===== src/rgbg_pkg.sv =====
// Package for the RGB to gray converter: widths, mode and register codes,
// fixed luma weights and the weight selection function.
// No dependencies.
package rgbg_pkg;

	localparam int PIX_W      = 8;
	localparam int CFG_IDX_W  = 2;
	localparam int CFG_DATA_W = 16;
	localparam int WEIGHT_W   = 16;
	localparam int COEF_W     = WEIGHT_W + 2;          // Q2.16 signed
	localparam int PROD_W     = COEF_W + PIX_W + 1;
	localparam int SUM_W      = PROD_W + 1;
	localparam int FRAC_W     = 16;

	typedef enum logic [2:0] {
		MODE_AVERAGE = 3'd0,
		MODE_LUMA601 = 3'd1,
		MODE_LUMA709 = 3'd2,
		MODE_CUSTOM  = 3'd3,
		MODE_DESAT   = 3'd4,
		MODE_VALUE   = 3'd5
	} gray_mode_t;

	typedef enum logic [CFG_IDX_W-1:0] {
		REG_GRAY_MODE    = 2'd0,
		REG_WEIGHT_RED   = 2'd1,
		REG_WEIGHT_GREEN = 2'd2,
		REG_WEIGHT_BLUE  = 2'd3
	} cfg_reg_t;

	typedef logic signed [WEIGHT_W-1:0] weight_t;
	typedef logic signed [COEF_W-1:0]   coef_t;
	typedef logic signed [SUM_W-1:0]    sum_t;

	typedef struct packed {
		coef_t red;
		coef_t green;
		coef_t blue;
	} coef_set_t;

	localparam gray_mode_t MODE_RESET         = MODE_LUMA601;
	localparam weight_t    WEIGHT_RED_RESET   = 16'sd4899;
	localparam weight_t    WEIGHT_GREEN_RESET = 16'sd9617;
	localparam weight_t    WEIGHT_BLUE_RESET  = 16'sd1868;

	// 21846/65536 is close enough to 1/3 that floor is exact for sums up to 765
	localparam coef_t AVG_COEF   = 18'sd21846;
	localparam coef_t L601_RED   = 18'sd19595;
	localparam coef_t L601_GREEN = 18'sd38470;
	localparam coef_t L601_BLUE  = 18'sd7471;
	localparam coef_t L709_RED   = 18'sd13933;
	localparam coef_t L709_GREEN = 18'sd46871;
	localparam coef_t L709_BLUE  = 18'sd4732;

	// All weighted modes share one Q.16 sum; custom Q2.14 weights are scaled by 4
	function automatic coef_set_t select_coefs(gray_mode_t mode, weight_t wr,
			weight_t wg, weight_t wb);
		coef_set_t c;
		case (mode)
			MODE_AVERAGE: c = '{AVG_COEF, AVG_COEF, AVG_COEF};
			MODE_LUMA601: c = '{L601_RED, L601_GREEN, L601_BLUE};
			MODE_LUMA709: c = '{L709_RED, L709_GREEN, L709_BLUE};
			MODE_CUSTOM:  c = '{signed'({wr, 2'b00}), signed'({wg, 2'b00}),
				signed'({wb, 2'b00})};
			default:      c = '{'0, '0, '0};
		endcase
		return c;
	endfunction

endpackage


===== src/rgbg_if.sv =====
// Valid/ready channel interfaces for the RGB to gray converter:
// pixel input channel and gray result channel. Uses rgbg_pkg.
interface rgbg_pixel_if;
	logic                       valid;
	logic                       ready;
	logic [rgbg_pkg::PIX_W-1:0] red_in;
	logic [rgbg_pkg::PIX_W-1:0] green_in;
	logic [rgbg_pkg::PIX_W-1:0] blue_in;

	modport source(output valid, output red_in, output green_in, output blue_in,
		input ready);
	modport sink(input valid, input red_in, input green_in, input blue_in,
		output ready);
endinterface

interface rgbg_gray_if;
	logic                       valid;
	logic                       ready;
	logic [rgbg_pkg::PIX_W-1:0] gray_out;

	modport source(output valid, output gray_out, input ready);
	modport sink(input valid, input gray_out, output ready);
endinterface


===== src/rgbg_luma.sv =====
// Weighted channel sum: three signed multiplies and their sum, combinational.
// Depends on rgbg_pkg.
module rgbg_luma (
	input  logic [rgbg_pkg::PIX_W-1:0] red,
	input  logic [rgbg_pkg::PIX_W-1:0] green,
	input  logic [rgbg_pkg::PIX_W-1:0] blue,
	input  rgbg_pkg::coef_set_t        coefs,
	output rgbg_pkg::sum_t             sum
);
	import rgbg_pkg::*;

	logic signed [PROD_W-1:0] prod_r;
	logic signed [PROD_W-1:0] prod_g;
	logic signed [PROD_W-1:0] prod_b;

	// widen both operands first so the product keeps its full width
	always_comb begin
		prod_r = PROD_W'(coefs.red)   * PROD_W'(signed'({1'b0, red}));
		prod_g = PROD_W'(coefs.green) * PROD_W'(signed'({1'b0, green}));
		prod_b = PROD_W'(coefs.blue)  * PROD_W'(signed'({1'b0, blue}));
	end

	assign sum = SUM_W'(prod_r) + SUM_W'(prod_g) + SUM_W'(prod_b);

endmodule


===== src/rgb_to_gray_multi_mode_unit.sv =====
// RGB to gray converter, six selectable methods.
// An accepted input goes through the input register, then the result register,
// before result valid. Throughput: one item per cycle; the input holds while a
// result waits on gray.ready.
// Reset clears the stage valids and loads mode luma601 and the default
// custom weights. Depends on rgbg_pkg, rgbg_if and rgbg_luma.
module rgb_to_gray_multi_mode_unit (
	input  logic                            clk,
	input  logic                            arst_n,
	input  logic                            cfg_wr_en,
	input  logic [rgbg_pkg::CFG_IDX_W-1:0]  cfg_index,
	input  logic [rgbg_pkg::CFG_DATA_W-1:0] cfg_data,
	rgbg_pixel_if.sink                      pix,
	rgbg_gray_if.source                     gray
);
	import rgbg_pkg::*;

	gray_mode_t mode_q;
	weight_t    weight_red_q;
	weight_t    weight_green_q;
	weight_t    weight_blue_q;

	logic             valid_s1, out_valid_q;
	logic [PIX_W-1:0] red_s1, green_s1, blue_s1;
	logic [PIX_W-1:0] gray_q;

	logic             advance;
	logic [PIX_W-1:0] max_c, min_c, rg_max, rg_min;
	sum_t             luma_sum;
	logic [PIX_W:0]   mid_sum;
	logic [PIX_W-1:0] luma_sat;
	logic [PIX_W-1:0] result;

	// configuration registers
	always_ff @(posedge clk or negedge arst_n) begin
		if (!arst_n) begin
			mode_q         <= MODE_RESET;
			weight_red_q   <= WEIGHT_RED_RESET;
			weight_green_q <= WEIGHT_GREEN_RESET;
			weight_blue_q  <= WEIGHT_BLUE_RESET;
		end else if (cfg_wr_en) begin
			case (cfg_reg_t'(cfg_index))
				REG_GRAY_MODE:    mode_q         <= gray_mode_t'(cfg_data[2:0]);
				REG_WEIGHT_RED:   weight_red_q   <= signed'(cfg_data[WEIGHT_W-1:0]);
				REG_WEIGHT_GREEN: weight_green_q <= signed'(cfg_data[WEIGHT_W-1:0]);
				REG_WEIGHT_BLUE:  weight_blue_q  <= signed'(cfg_data[WEIGHT_W-1:0]);
				default: ;
			endcase
		end
	end

	assign advance   = !out_valid_q || gray.ready;
	assign pix.ready = advance;

	always_ff @(posedge clk or negedge arst_n) begin
		if (!arst_n) begin
			valid_s1    <= 1'b0;
			out_valid_q <= 1'b0;
		end else if (advance) begin
			valid_s1    <= pix.valid;
			out_valid_q <= valid_s1;
		end
	end

	always_ff @(posedge clk) begin
		if (advance && pix.valid) begin
			red_s1   <= pix.red_in;
			green_s1 <= pix.green_in;
			blue_s1  <= pix.blue_in;
		end
	end

	// max / min of the three channels
	always_comb begin
		rg_max = (red_s1 > green_s1) ? red_s1 : green_s1;
		rg_min = (red_s1 < green_s1) ? red_s1 : green_s1;
		max_c  = (rg_max > blue_s1) ? rg_max : blue_s1;
		min_c  = (rg_min < blue_s1) ? rg_min : blue_s1;
	end

	rgbg_luma u_luma (
		.red   (red_s1),
		.green (green_s1),
		.blue  (blue_s1),
		.coefs (select_coefs(mode_q, weight_red_q, weight_green_q, weight_blue_q)),
		.sum   (luma_sum)
	);

	always_comb begin
		// clamp only bites in custom mode; preset sums stay within 0..255
		if (luma_sum < 0)
			luma_sat = '0;
		else if (luma_sum[SUM_W-1:FRAC_W] > (SUM_W-FRAC_W)'(255))
			luma_sat = '1;
		else
			luma_sat = luma_sum[FRAC_W +: PIX_W];

		mid_sum = {1'b0, max_c} + {1'b0, min_c};

		case (mode_q)
			MODE_AVERAGE,
			MODE_LUMA601,
			MODE_LUMA709,
			MODE_CUSTOM: result = luma_sat;
			MODE_DESAT:  result = mid_sum[PIX_W:1];
			MODE_VALUE:  result = max_c;
			default:     result = '0;
		endcase
	end

	always_ff @(posedge clk) begin
		if (advance && valid_s1) begin
			gray_q <= result;
		end
	end

	assign gray.valid    = out_valid_q;
	assign gray.gray_out = gray_q;

endmodule


===== src/flat_wrapper.sv =====
// flat-port wrapper written by rule: the top's interface ports become plain ports
module rgb_to_gray_multi_mode_unit_flat import rgbg_pkg::*;
  (clk, arst_n, cfg_wr_en, cfg_index, cfg_data, pix_valid, pix_red_in, pix_green_in, pix_blue_in, pix_ready, gray_valid, gray_gray_out, gray_ready);
  rgbg_pixel_if pix_i ();
  rgbg_gray_if gray_i ();
  input  logic clk;
  input  logic arst_n;
  input  logic cfg_wr_en;
  input  logic [rgbg_pkg::CFG_IDX_W-1:0] cfg_index;
  input  logic [rgbg_pkg::CFG_DATA_W-1:0] cfg_data;
  input wire logic [$bits(pix_i.valid)-1:0] pix_valid;
  input wire logic [$bits(pix_i.red_in)-1:0] pix_red_in;
  input wire logic [$bits(pix_i.green_in)-1:0] pix_green_in;
  input wire logic [$bits(pix_i.blue_in)-1:0] pix_blue_in;
  output wire logic [$bits(pix_i.ready)-1:0] pix_ready;
  output wire logic [$bits(gray_i.valid)-1:0] gray_valid;
  output wire logic [$bits(gray_i.gray_out)-1:0] gray_gray_out;
  input wire logic [$bits(gray_i.ready)-1:0] gray_ready;
  assign pix_i.valid = pix_valid;
  assign pix_i.red_in = pix_red_in;
  assign pix_i.green_in = pix_green_in;
  assign pix_i.blue_in = pix_blue_in;
  assign pix_ready = pix_i.ready;
  assign gray_valid = gray_i.valid;
  assign gray_gray_out = gray_i.gray_out;
  assign gray_i.ready = gray_ready;
  rgb_to_gray_multi_mode_unit u_core (.clk(clk), .arst_n(arst_n), .cfg_wr_en(cfg_wr_en), .cfg_index(cfg_index), .cfg_data(cfg_data), .pix(pix_i), .gray(gray_i));
endmodule

===== config.mk =====
export PLATFORM = sky130hd
export DESIGN_NAME = rgb_to_gray_multi_mode_unit_flat
export DESIGN_NICKNAME = d
export VERILOG_FILES = /design/src/rgbg_pkg.sv /design/src/rgbg_if.sv /design/src/rgbg_luma.sv /design/src/rgb_to_gray_multi_mode_unit.sv /design/src/flat_wrapper.sv
export SDC_FILE = /design/constraint.sdc
export NUM_CORES = 1
export LEC_CHECK = 0
export BUFFER_PORTS_ARGS = -buffer_cell sky130_fd_sc_hd__buf_2
export CELL_PAD_IN_SITES_DETAIL_PLACEMENT = 2
export CELL_PAD_IN_SITES_GLOBAL_PLACEMENT = 2
export CORE_UTILIZATION = 40
export DETAILED_ROUTE_END_ITERATION = 12
export PLACE_DENSITY_LB_ADDON = 0.1
export SKIP_LAST_GASP = 1
export SYNTH_ARGS = -nofsm -noshare
export SYNTH_HDL_FRONTEND = slang
export SYNTH_SLANG_ARGS = --single-unit
export TNS_END_PERCENT = 100

===== constraint.sdc =====
create_clock -name clk -period 20.2 [get_ports clk]
set_input_delay 1.01 -clock clk [delete_from_list [all_inputs] [get_ports clk]]
set_output_delay 1.01 -clock clk [all_outputs]
set_load 0.05 [all_outputs]

# Yosys cells after proc, flatten, opt, wreduce, memory -nomap -nowiden
# Index checks and enable logic that the tools add are counted.
[totals]
regBits = 85
input_bits = 47
output_inout_bits = 10
word_cells = 49
[classes]
add_sub_neg = 3
mul = 3
n_lt_le_gt_ge = 6
n_eq_ne = 8
muxes = 8
n_reduce_logical = 11
[op_table]
columns = ["operator", "n"]
rows = [
  ["one-hot mux 54 bit (4 select lines)", 1],
  ["multiplier 18 x 9 -> 27 bit", 3],
  ["two-way mux 8 bit", 6],
  ["adder 27 x 27 -> 28 bit", 1],
  ["adder 28 x 27 -> 28 bit", 1],
  ["< comparator 28 x 1 -> 1 bit, second input constant", 1],
  ["one-hot mux 8 bit (3 select lines)", 1],
  ["> comparator 8 bit", 2],
  ["< comparator 8 bit", 2],
  ["> comparator 12 x 9 -> 1 bit, second input constant", 1],
  ["adder 8 x 8 -> 9 bit", 1],
  ["AND reduction 2 bit", 4],
  ["equality test 3 x 2 -> 1 bit, second input constant", 2],
  ["equality test 3 bit, second input constant", 2],
  ["equality test 2 bit, second input constant", 2],
  ["OR reduction 4 bit", 1],
  ["equality test 3 x 1 -> 1 bit, second input constant", 1],
  ["logical NOT 3 bit", 1],
  ["equality test 2 x 1 -> 1 bit, second input constant", 1],
  ["logical AND 1 bit", 2],
  ["logical NOT 2 bit", 1],
  ["logical NOT 1 bit", 1],
  ["logical OR 1 bit", 1],
]

# Logic depth before layout (Yosys ltp)
# Gate-level depths: netlist (run 1).
[depth]
depth_word = 9
depth_mapped = 32
mapped_depth_nobuf = 28

# Modules after synthesis
# A second synthesis (run 1) with hierarchy kept.
[unflattened]
hier_cells = 2208
area_unflattened_um2 = 20761.2
[by_module_without_submodules]
columns = ["module", "n_inst", "cells_each", "area_each_um2"]
rows = [
  ["rgbg_luma", 1, 1754, 15805.2],
  ["rgb_to_gray_multi_mode_unit", 1, 454, 4956.0],
]

# Worst setup path after synthesis (run 1)
# No wires, ideal clock.
[synth_timing]
path_kind = "reg-to-reg"
startpoint = "reg u_core.mode_q[0]"
endpoint = "reg u_core.gray_q[0], in the netlist u_core.gray.gray_out[0] (data pin)"
setup_time_ns = 0.272
arrival_ns = 7.465
t_required_ns = 19.928
slack_ns = 12.463
path_stages_with_launch = 30
n_path_buf = 5
period_less_slack_ns = 7.737
cell_sequence = "dfstp_2 > clkbuf_1 > and3_1 > clkbuf_1 > clkbuf_1 > clkbuf_1 > and3_1 > fa_1 > fa_1 > inv_1 > fa_1 > fa_1 > inv_1 > fa_1 > fa_1 > inv_1 > fa_1 > inv_1 > ha_1 > a21o_1 > a221o_1 > a21oi_1 > o21ai_0 > o21ai_2 > a21oi_2 > o211ai_1 > and4b_1 > buf_6 > nand2b_4 > o221ai_1"
[synth_between]
elab_chain_cells = 9
[synth_rtl]
columns = ["item", "line_no", "rtl"]
rows = [
  ["from (decl)", "rgb_to_gray_multi_mode_unit.sv:18", "gray_mode_t mode_q;"],
  ["from (signal assigned)", "rgb_to_gray_multi_mode_unit.sv:43", "REG_GRAY_MODE: mode_q <= gray_mode_t'(cfg_data[2:0]);"],
  ["branches (longest 8 deep; another with adder 27 x 27 -> 28 bit)", "--", ""],
  ["one-hot mux 8 bit (3 select lines) (*)", "rgb_to_gray_multi_mode_unit.sv:100", "case (mode_q)"],
  ["via u_core.result[0]", "rgb_to_gray_multi_mode_unit.sv:32", "logic [PIX_W-1:0] result;"],
  ["to (signal assigned)", "rgb_to_gray_multi_mode_unit.sv:113", "gray_q <= result;"],
  ["to (decl)", "rgb_to_gray_multi_mode_unit.sv:25", "logic [PIX_W-1:0] gray_q;"],
]
# Mark *: on every way through the listed nets, which the timed path passes.
# A chain may end at the register's enable or synchronous reset.

# Final worst setup path (run 1)
# Ends and elaborated chain as after synthesis.

==> results.ini, run 1 <==
[run_status]
run_status = finished clean

[synthesis]
yosys.area.top_type = fa_1
syn_area_per_cell_um2 = 9.51
synth_cells = 2124
async_flop_share = 0.624
synth.distinct_cells = 60
ys_top_cells_by_area = fa_1, inv_1, ha_1, edfxtp_1, nand2_1
syn_nets = 2766
synth_seq_area_share = 0.114
ys.flop_type = dfrtp_1
netlist_area_um2 = 20200
synth_edf_count = 32
yosys.area.top_type_share = 0.435
ys_seq_elements = 85
yosysWarnings = 0

[timing]
max_freq_mhz = 98.3
drv_slew = 0
finalClockSkew_ns = 0.00849
worst_pin_slew_ns = 1.15
max_slew_margin = 0.225
hold_violations = 0
finalSetupTns_ns = 0
finalCriticalPeriod_ns = 10.18
rsz0062_at_grt = no
finalSetupViolCount = 0
post-route-period-util = 0.504

[clock_tree]
post_cts_buffers = 0
cts_max_level = 3
cts_sinks = 85
cts.path.max_buffers = 2
cts_tree = yes
cts_resized = 0
clock_latency_ns = 0.38
root_buffer = clkbuf_16
holdBufCountCts = 0
numCtsBuffers = 9
path_clk_slew_ns = 0.07

[worst_setup_path]
setup.worst_path.end = u_core.gray.gray_out[0]
crit_arrival_ns = 10.26
critPathCaptureType = flop
path_max_fanout = 61
startpoint = u_core.mode_q[0]
r2r_cells = 27
path_class = reg2reg
worstPathRequired_ns = 20.29
reg2reg_from = u_core.mode_q[0]
regToRegEndpoint = u_core.gray.gray_out[0]
r2r_slack_ns = 10.02
start_kind = flop

[route]
post-route-drc-count = 0
ant_nets = 0
via_count = 14400
drt_wl_total_um = 66700
drtIter0Drc = 533
viasPerCell = 5.10
drtPass1Iterations = 5
wl_per_cell_um = 23.6

[global_routing]
grt.overflow.total = 0
grtUsageTotal = 0.277
grt_pass1_wl_um = 103000
antenna_found_initial = 4
grt_pass1_vias = 17400
grt_max_degree = 62

[finish]
final.fill_count = 5463
final_nets = 2787
syn2layout_area_growth_pct = 6.90
drive_gt1_frac = 0.0967

[floorplanning]
chipWidth_um = 227
core-area_um2 = 50000
dieHeight_um = 227
ios = 57
start_util = 0.404
rows = 82
die_area_um2 = 51400

[place]
finalWeightedCongestion = 0.835
io_buffer_count = 56
dpl.hpwl_um = 55700

[hold_path]
min_path_type = reg2reg

[run]
maxCapViolations = 0

[cell families (layout without fill, tap and decap cells)]
group,count (synthesis),count (layout),synth area share
other,0,1,0
AND/OR/NAND/NOR,559,559,0.138
XOR/XNOR,25,25,0.0108
flip-flops,85,85,0.114
buffers and inverters,653,679,0.122
adder cells (fa/ha/maj),595,595,0.532
AO/OA/AOI/OAI,137,137,0.0450
multiplexers,70,70,0.0387
[critical path: stages, from the launching register on]
cell	delay [ns]
dfstp_2	1.03
and3_2	0.30
buf_4	0.40
buf_4	0.60
a21o_1	0.39
and2_1	0.21
fa_1	0.44
fa_1	0.55
inv_1	0.06
fa_1	0.42
fa_1	0.55
inv_1	0.05
fa_1	0.50
fa_1	0.49
inv_1	0.05
fa_1	0.47
inv_1	0.04
ha_1	0.30
a21oi_1	0.16
a21oi_1	0.09
a211oi_1	0.60
o21ai_0	0.61
o21ai_2	0.40
a21oi_2	0.13
o211ai_1	0.18
and4b_1	0.45
nand2b_4	0.24
o221ai_1	0.12
[synthesized netlist by cell type (2+ instances only)]
cell type  instances
nor2_1            24
nand4_1            7
nand2b_1           8
dfstp_2           19
o211ai_1           4
o21bai_1           2
or3_1              2
edfxtp_1          32
and2_1           131
o21ai_0           34
o21ai_2            3
fa_1             439
mux2i_1            5
and3_1            73
a21o_1            25
nand3b_1           2
xnor2_1           18
a21oi_1           41
buf_1              2
mux2_2            65
ha_1             156
nor2b_1            6
dfrtp_1           34
nand3_1           23
inv_1            575
o311ai_2           2
nor4_1             2
a211oi_1           3
xor2_1             7
or2_2              2
a21oi_2            3
nor3_1            15
clkbuf_1          74
a31oi_1            3
nand2_1          255
o22ai_1            2
o221ai_1           3
[registers in the layout, summed over array words and instances (netlist names)]
signal and cells:
u_core.weight_blue_q 16, u_core.weight_green_q 16, u_core.weight_red_q 16, u_core.blue_s1 8, u_core.gray.gray_out 8, u_core.green_s1 8, u_core.red_s1 8, u_core.mode_q 3
u_core.gray.valid 1, u_core.valid_s1 1
[worst min path at each step]
stage,startpoint,to,slack (ns),cells past startpoint
floorplan,u_core.valid_s1,u_core.gray.valid,0.44,1
global placement,u_core.valid_s1,u_core.gray.valid,0.46,1
detailed placement,u_core.valid_s1,u_core.gray.valid,0.47,1
CTS,u_core.valid_s1,u_core.gray.valid,0.49,1
global route,u_core.valid_s1,u_core.gray.valid,0.52,1
finish,u_core.valid_s1,u_core.gray.valid,0.49,1
[metrics by stage]
step	cells	cell area, um2	hold WS [ns]	utilization	setup WS [ns]
finish	2823	21600	0.486	0.432	10.02
global route	2822	21600	0.519	0.432	9.72
global placement	2806	21300	0.462	0.426	10.31
floorplan	2124	20200	0.445	-	12.46
detailed placement	2806	21300	0.473	0.426	10.15
CTS	2822	21600	0.494	0.432	10.08
[per-layer routing]
layer	vias up	share of wire	routed length (um)	global-route usage
met1	7733	0.40	26500	0.329
met5	-	0	0	0
met4	0	0.037	2460	0.0996
met3	87	0.034	2300	0.0328
li1	6371	-	-	-
met2	216	0.53	35500	0.510
[area by class of cell]
type	count	area (um2)	area share
multi-input cells	1386	15400	0.715
flip-flops and latches	85	2310	0.107
clock buffers	10	229	0.0106
well taps	672	841	0.0389
diodes	1	2.50	0.000116
inverters	575	2160	0.0999
clock inverters	6	95.1	0.00440
repair buffers	88	520	0.0241
[cells in the final DEF, fill, tap and decap left out, types with 25 or more instances in the layout]
cell | synthesis | final
inv_1 | 575 | 575
fa_1 | 439 | 439
nand2_1 | 255 | 255
ha_1 | 156 | 156
and2_1 | 131 | 131
and3_1 | 73 | 72
mux2_2 | 65 | 65
buf_2 | 1 | 56
a21oi_1 | 41 | 40
o21ai_0 | 34 | 34
dfrtp_1 | 34 | 34
buf_4 | 0 | 32
edfxtp_1 | 32 | 32
a21o_1 | 25 | 25
Power of run 1 is not shown: default switching activity piles up to over one toggle a cycle in this logic, so the estimate is an artifact.
==> run 2: changes to the inputs <==
Clock period 20.2 ns to 10.3 ns, I/O delays scaled along.
==> run 2 against run 1 <==
Utilization rose by 0.055 points. Largest cell class unchanged. Clock skew increased by 0.0026 ns. Worst hold slack worse by 0.21 ns. Highest routed layer unchanged. Register-to-register slack lost 8.9 ns. Via count rose by 1.4%. Global-route usage grew 1.1 points.
==> results.ini, run 2 (synthesis gave the netlist of run 1 again) <==
[timing]
max_slew_margin = 0.141  ; -0.0845
hold_violations = 0  ; unchanged
finalCriticalPeriod_ns = 9.16  ; -1.02 ns
finalSetupViolCount = 0  ; unchanged
post-route-period-util = 0.889  ; +0.386
hold_slack_ns = 0.277  ; -0.210 ns
rsz0062_at_grt = no
finalSetupTns_ns = 0  ; unchanged
worst_pin_slew_ns = 1.29  ; +0.139 ns
max_freq_mhz = 109  ; +11%
setup_ws_ns = 1.14  ; -8.88 ns
finalClockSkew_ns = 0.0111  ; +0.00259 ns
drv_slew = 0  ; unchanged

[finish]
final_common_cell = inv_1
final_nets = 2794  ; +0.25%
largestRegisters = u_core.weight_blue_q (16), u_core.weight_green_q (16), u_core.weight_red_q (16)
area.sequential_um2 = 2310  ; unchanged
syn2layout_area_growth_pct = 7.03
antenna_cells = 0  ; -1
final.fill_count = 5412  ; -0.93%
drive_gt1_frac = 0.0992  ; +0.00247
design_area_um2 = 21600  ; +0.13%
multi_input_area_um2 = 15400  ; about the same
most-common-layout-cells = inv_1, fa_1, nand2_1

[place]
placed_area_um2 = 21300  ; +0.24%
pre_cts_slack_ns = 1.14  ; -9.01 ns
finalWeightedCongestion = 0.849  ; +1.6%
dpl.hpwl_um = 57400  ; +3.1%
io_buffer_count = 56  ; unchanged

[worst_setup_path]
path_cells = and3_2, a21o_1, nand2_1, fa_1, fa_1, inv_1, fa_1, fa_1, fa_1, fa_1, inv_1, fa_1, inv_1, ha_1, a21o_1, a221o_1, a21oi_1, o21ai_0, o21ai_2, a21oi_2, o211ai_1, and4b_1, nand2b_4, o221ai_1
cp_common_cell = fa_1
crit_path_top_delay_cell = dfstp_2
reg2reg_from = u_core.mode_q[0]
r2r_cells = 24  ; -11%
cpPeakStageDelay_ns = 0.75  ; -0.28 ns
path_max_fanout = 29  ; -52%
critPathCaptureType = flop
crit_arrival_ns = 9.26  ; -1.00 ns
critical-path-top-delay-family = adder cells
startpoint = u_core.mode_q[0]
worstPathRequired_ns = 10.39  ; -9.90 ns
path_class = reg2reg
cp.depth = 24  ; -11%
crit_buf_inv = 3  ; -3
start_kind = flop

[route]
viasPerCell = 5.16  ; +1.2%
wl_per_cell_um = 24.5  ; +3.5%
ant_nets = 0  ; unchanged
drt_wl_total_um = 69200  ; +3.7%
via_count = 14600  ; +1.4%
drtPass1Iterations = 4  ; -1
post-route-drc-count = 0  ; unchanged
drtIter0Drc = 559  ; +4.9%

[clock_tree]
holdBufCountCts = 0  ; unchanged
post_cts_buffers = 0  ; unchanged
cts.path.max_buffers = 2  ; unchanged
cts_max_level = 3  ; unchanged
cts_tree = yes
cts_sinks = 85  ; unchanged
path_clk_slew_ns = 0.08  ; about the same
numCtsBuffers = 9  ; unchanged
root_buffer = clkbuf_16
clock_latency_ns = 0.38  ; about the same
cts_resized = 0  ; unchanged

[global_routing]
grt_pass1_wl_um = 107000  ; +3.3%
grtUsageTotal = 0.288  ; +0.0114
antenna_found_initial = 1  ; -3
grt.overflow.total = 0  ; unchanged
grt_max_degree = 54  ; -13%
grt_pass1_vias = 17400  ; +0.086%

[floorplanning]
chipWidth_um = 227  ; unchanged
start_util = 0.404  ; unchanged
ios = 57  ; unchanged
core-area_um2 = 50000  ; unchanged
die_area_um2 = 51400  ; unchanged
rows = 82  ; unchanged
dieHeight_um = 227  ; unchanged

[run]
maxCapViolations = 0  ; unchanged

[hold_path]
min_path_type = in2async

[run_status]
run_status = finished clean

[run 2: cell type report]
cell class / count / area share
clock buffer: 9 / 0.0104
clock inverter: 7 / 0.00364
inverter: 575 / 0.0998
multi-input combinational: 1386 / 0.714
sequential: 85 / 0.107
tap: 672 / 0.0389
timing repair buffer: 95 / 0.0265
[run 2: path summary, 6_finish.rpt]
check	to	slack, ns
worst min register to register	u_core.gray.valid	0.50
worst min-delay path	u_core.weight_red_q[15]	0.28
min in group clk	u_core.blue_s1[4]	0.31
worst max register to register	u_core.gray.gray_out[0]	1.14
max in group asynchronous	u_core.mode_q[2]	9.44
worst max-delay path	u_core.gray.gray_out[0]	1.14
[run 2: per-stage QoR]
step,utilization,cells
6_report,0.433,2829
5_1_grt,0.433,2829
4_1_cts,0.433,2829
3_5_place_dp,0.427,2813
3_3_place_gp,0.427,2813
2_1_floorplan,-,2124
[run 2: routing by layer]
layer	routed length [um]	global-route usage
met4	2760	0.108
met3	1370	0.0214
met1	28700	0.354
met5	0	0
met2	36400	0.525
[run 2: worst register-to-register path, stage by stage, from the launching register on]
cell and delay, ns:
dfstp_2 0.75, and3_2 0.73, a21o_1 0.52, nand2_1 0.17, fa_1 0.56, fa_1 0.56
inv_1 0.06, fa_1 0.49, fa_1 0.59, fa_1 0.45, fa_1 0.49, inv_1 0.05
fa_1 0.47, inv_1 0.05, ha_1 0.30, a21o_1 0.19, a221o_1 0.33, a21oi_1 0.30
o21ai_0 0.38, o21ai_2 0.35, a21oi_2 0.13, o211ai_1 0.18, and4b_1 0.43, nand2b_4 0.23
o221ai_1 0.12
Power of run 2 is left out for the same reason.
==> run 3: changes to the inputs <==
Settings changed: BUFFER_PORTS_ARGS -buffer_cell sky130_fd_sc_hd__buf_2 to -buffer_cell sky130_fd_sc_hd__buf_4.
==> run 3 against run 2 <==
Worst hold slack worse by 0.076 ns. Utilization up 0.25 points. Clock skew down 0.0020 ns. Via count up 0.72%. Setup slack worse by 0.097 ns. Critical path depth up 2. Sequential cell count unchanged. Critical path type unchanged. Critical endpoint unchanged. Highest routed layer unchanged.
==> results.ini, run 3 (synthesis gave the netlist of run 1 again) <==
[finish]
largestRegisters = u_core.weight_blue_q (16), u_core.weight_green_q (16), u_core.weight_red_q (16)
most-common-layout-cells = inv_1, fa_1, nand2_1
final_common_cell = inv_1
finish.utilization = 0.435  ; +0.00253
final.fill_count = 5411  ; -0.018%
drive_gt1_frac = 0.0984  ; -0.000790
final_nets = 2791  ; -0.11%
syn2layout_area_growth_pct = 7.66
antenna_cells = 0  ; unchanged

[clock_tree]
clock_latency_ns = 0.38  ; about the same
post_cts_buffers = 0  ; unchanged
cts_sinks = 85  ; unchanged
cts_resized = 0  ; unchanged
root_buffer = clkbuf_16
holdBufCountCts = 0  ; unchanged
cts.path.max_buffers = 2  ; unchanged
numCtsBuffers = 9  ; unchanged
path_clk_slew_ns = 0.08  ; about the same
cts_tree = yes
cts_max_level = 3  ; unchanged

[route]
viasPerCell = 5.21  ; +0.83%
via_count = 14700  ; +0.72%
drt_wl_total_um = 69000  ; -0.39%
wl_per_cell_um = 24.4  ; -0.29%
drtIter0Drc = 593  ; +6.1%
drtPass1Iterations = 5  ; +1
post-route-drc-count = 0  ; unchanged
ant_nets = 0  ; unchanged

[timing]
max_freq_mhz = 108  ; -1.1%
worst_pin_slew_ns = 1.33  ; +0.0373 ns
rsz0062_at_grt = no
drv_slew = 0  ; unchanged
finalCriticalPeriod_ns = 9.26  ; +0.0974 ns
max_slew_margin = 0.116  ; -0.0249
finalSetupViolCount = 0  ; unchanged
hold_violations = 0  ; unchanged
finalSetupTns_ns = 0  ; unchanged
post-route-period-util = 0.899  ; +0.00946
finalClockSkew_ns = 0.00912  ; -0.00196 ns

[worst_setup_path]
crit_arrival_ns = 9.34  ; +0.08 ns
crit_buf_inv = 5  ; +2
critPathCaptureType = flop
worstPathRequired_ns = 10.38  ; about the same
cpPeakStageDelay_ns = 0.76  ; about the same
cp_common_cell = fa_1
critical-path-top-delay-family = adder cells
crit_path_top_delay_cell = and3_2
path_max_fanout = 28  ; -3.4%
start_kind = flop
path_class = reg2reg

[global_routing]
grt_pass1_wl_um = 106000  ; -0.42%
use_met2 = 0.527  ; +0.00197
grtUsageTotal = 0.286  ; -0.00255
grt_max_degree = 55  ; +1.9%
grt.overflow.total = 0  ; unchanged
antenna_found_initial = 4  ; +3
met3_usage = 0.0188  ; -0.00259
use_met1 = 0.352  ; -0.00232
busiest_layer = met2
grt_pass1_vias = 17500  ; +0.29%

[floorplanning]
start_util = 0.404  ; unchanged
die_area_um2 = 51400  ; unchanged
dieHeight_um = 227  ; unchanged
ios = 57  ; unchanged
chipWidth_um = 227  ; unchanged
core-area_um2 = 50000  ; unchanged
rows = 82  ; unchanged

[place]
dpl.hpwl_um = 57200  ; -0.36%
finalWeightedCongestion = 0.846  ; -0.31%
io_buffer_count = 56  ; unchanged

[run_status]
run_status = finished clean

[run]
maxCapViolations = 0  ; unchanged

[hold_path]
min_path_type = in2async

## run 3: worst paths after layout
kind / depth (start not counted) / slack, ns / endpoint / startpoint
max in group asynchronous: 1 / 9.49 / u_core.weight_green_q[6] / arst_n
min: 1 / 0.20 / u_core.valid_s1 / arst_n
max reg2reg: 26 / 1.04 / u_core.gray.gray_out[0] / u_core.mode_q[0]
min reg2reg: 1 / 0.50 / u_core.gray.valid / u_core.valid_s1
min in group clk: 1 / 0.31 / u_core.blue_s1[4] / pix_blue_in[4]
max: 26 / 1.04 / u_core.gray.gray_out[0] / u_core.mode_q[0]
## run 3: metal layers
layer,wire [um],part of all wire,up-vias
met5,0,0,-
met4,2350,0.034,0
met3,2000,0.029,86
met2,36500,0.53,248
met1,28100,0.41,7996
li1,-,-,6382
## run 3: cell type report
class | instances | area [um2] | share of cell area
Clock inverter | 7 | 75.1 | 0.00345
Timing Repair Buffer | 92 | 703 | 0.0323
Clock buffer | 9 | 225 | 0.0104
Multi-Input combinational cell | 1386 | 15400 | 0.710
Inverter | 575 | 2160 | 0.0992
Sequential cell | 85 | 2310 | 0.106
Tap cell | 672 | 841 | 0.0386
## run 3: per-stage QoR
step                      instance area, um2  cells  worst slack (ns)  hold slack [ns]
after floorplan                        20200   2124              2.56            0.219
after detailed placement               21500   2810              1.02            0.496
after global placement                 21500   2810              1.21            0.461
after CTS                              21800   2826             0.974            0.235
final                                  21800   2826              1.04            0.200
after global routing                   21800   2826             0.716            0.246
Power of run 3 is left out for the same reason.
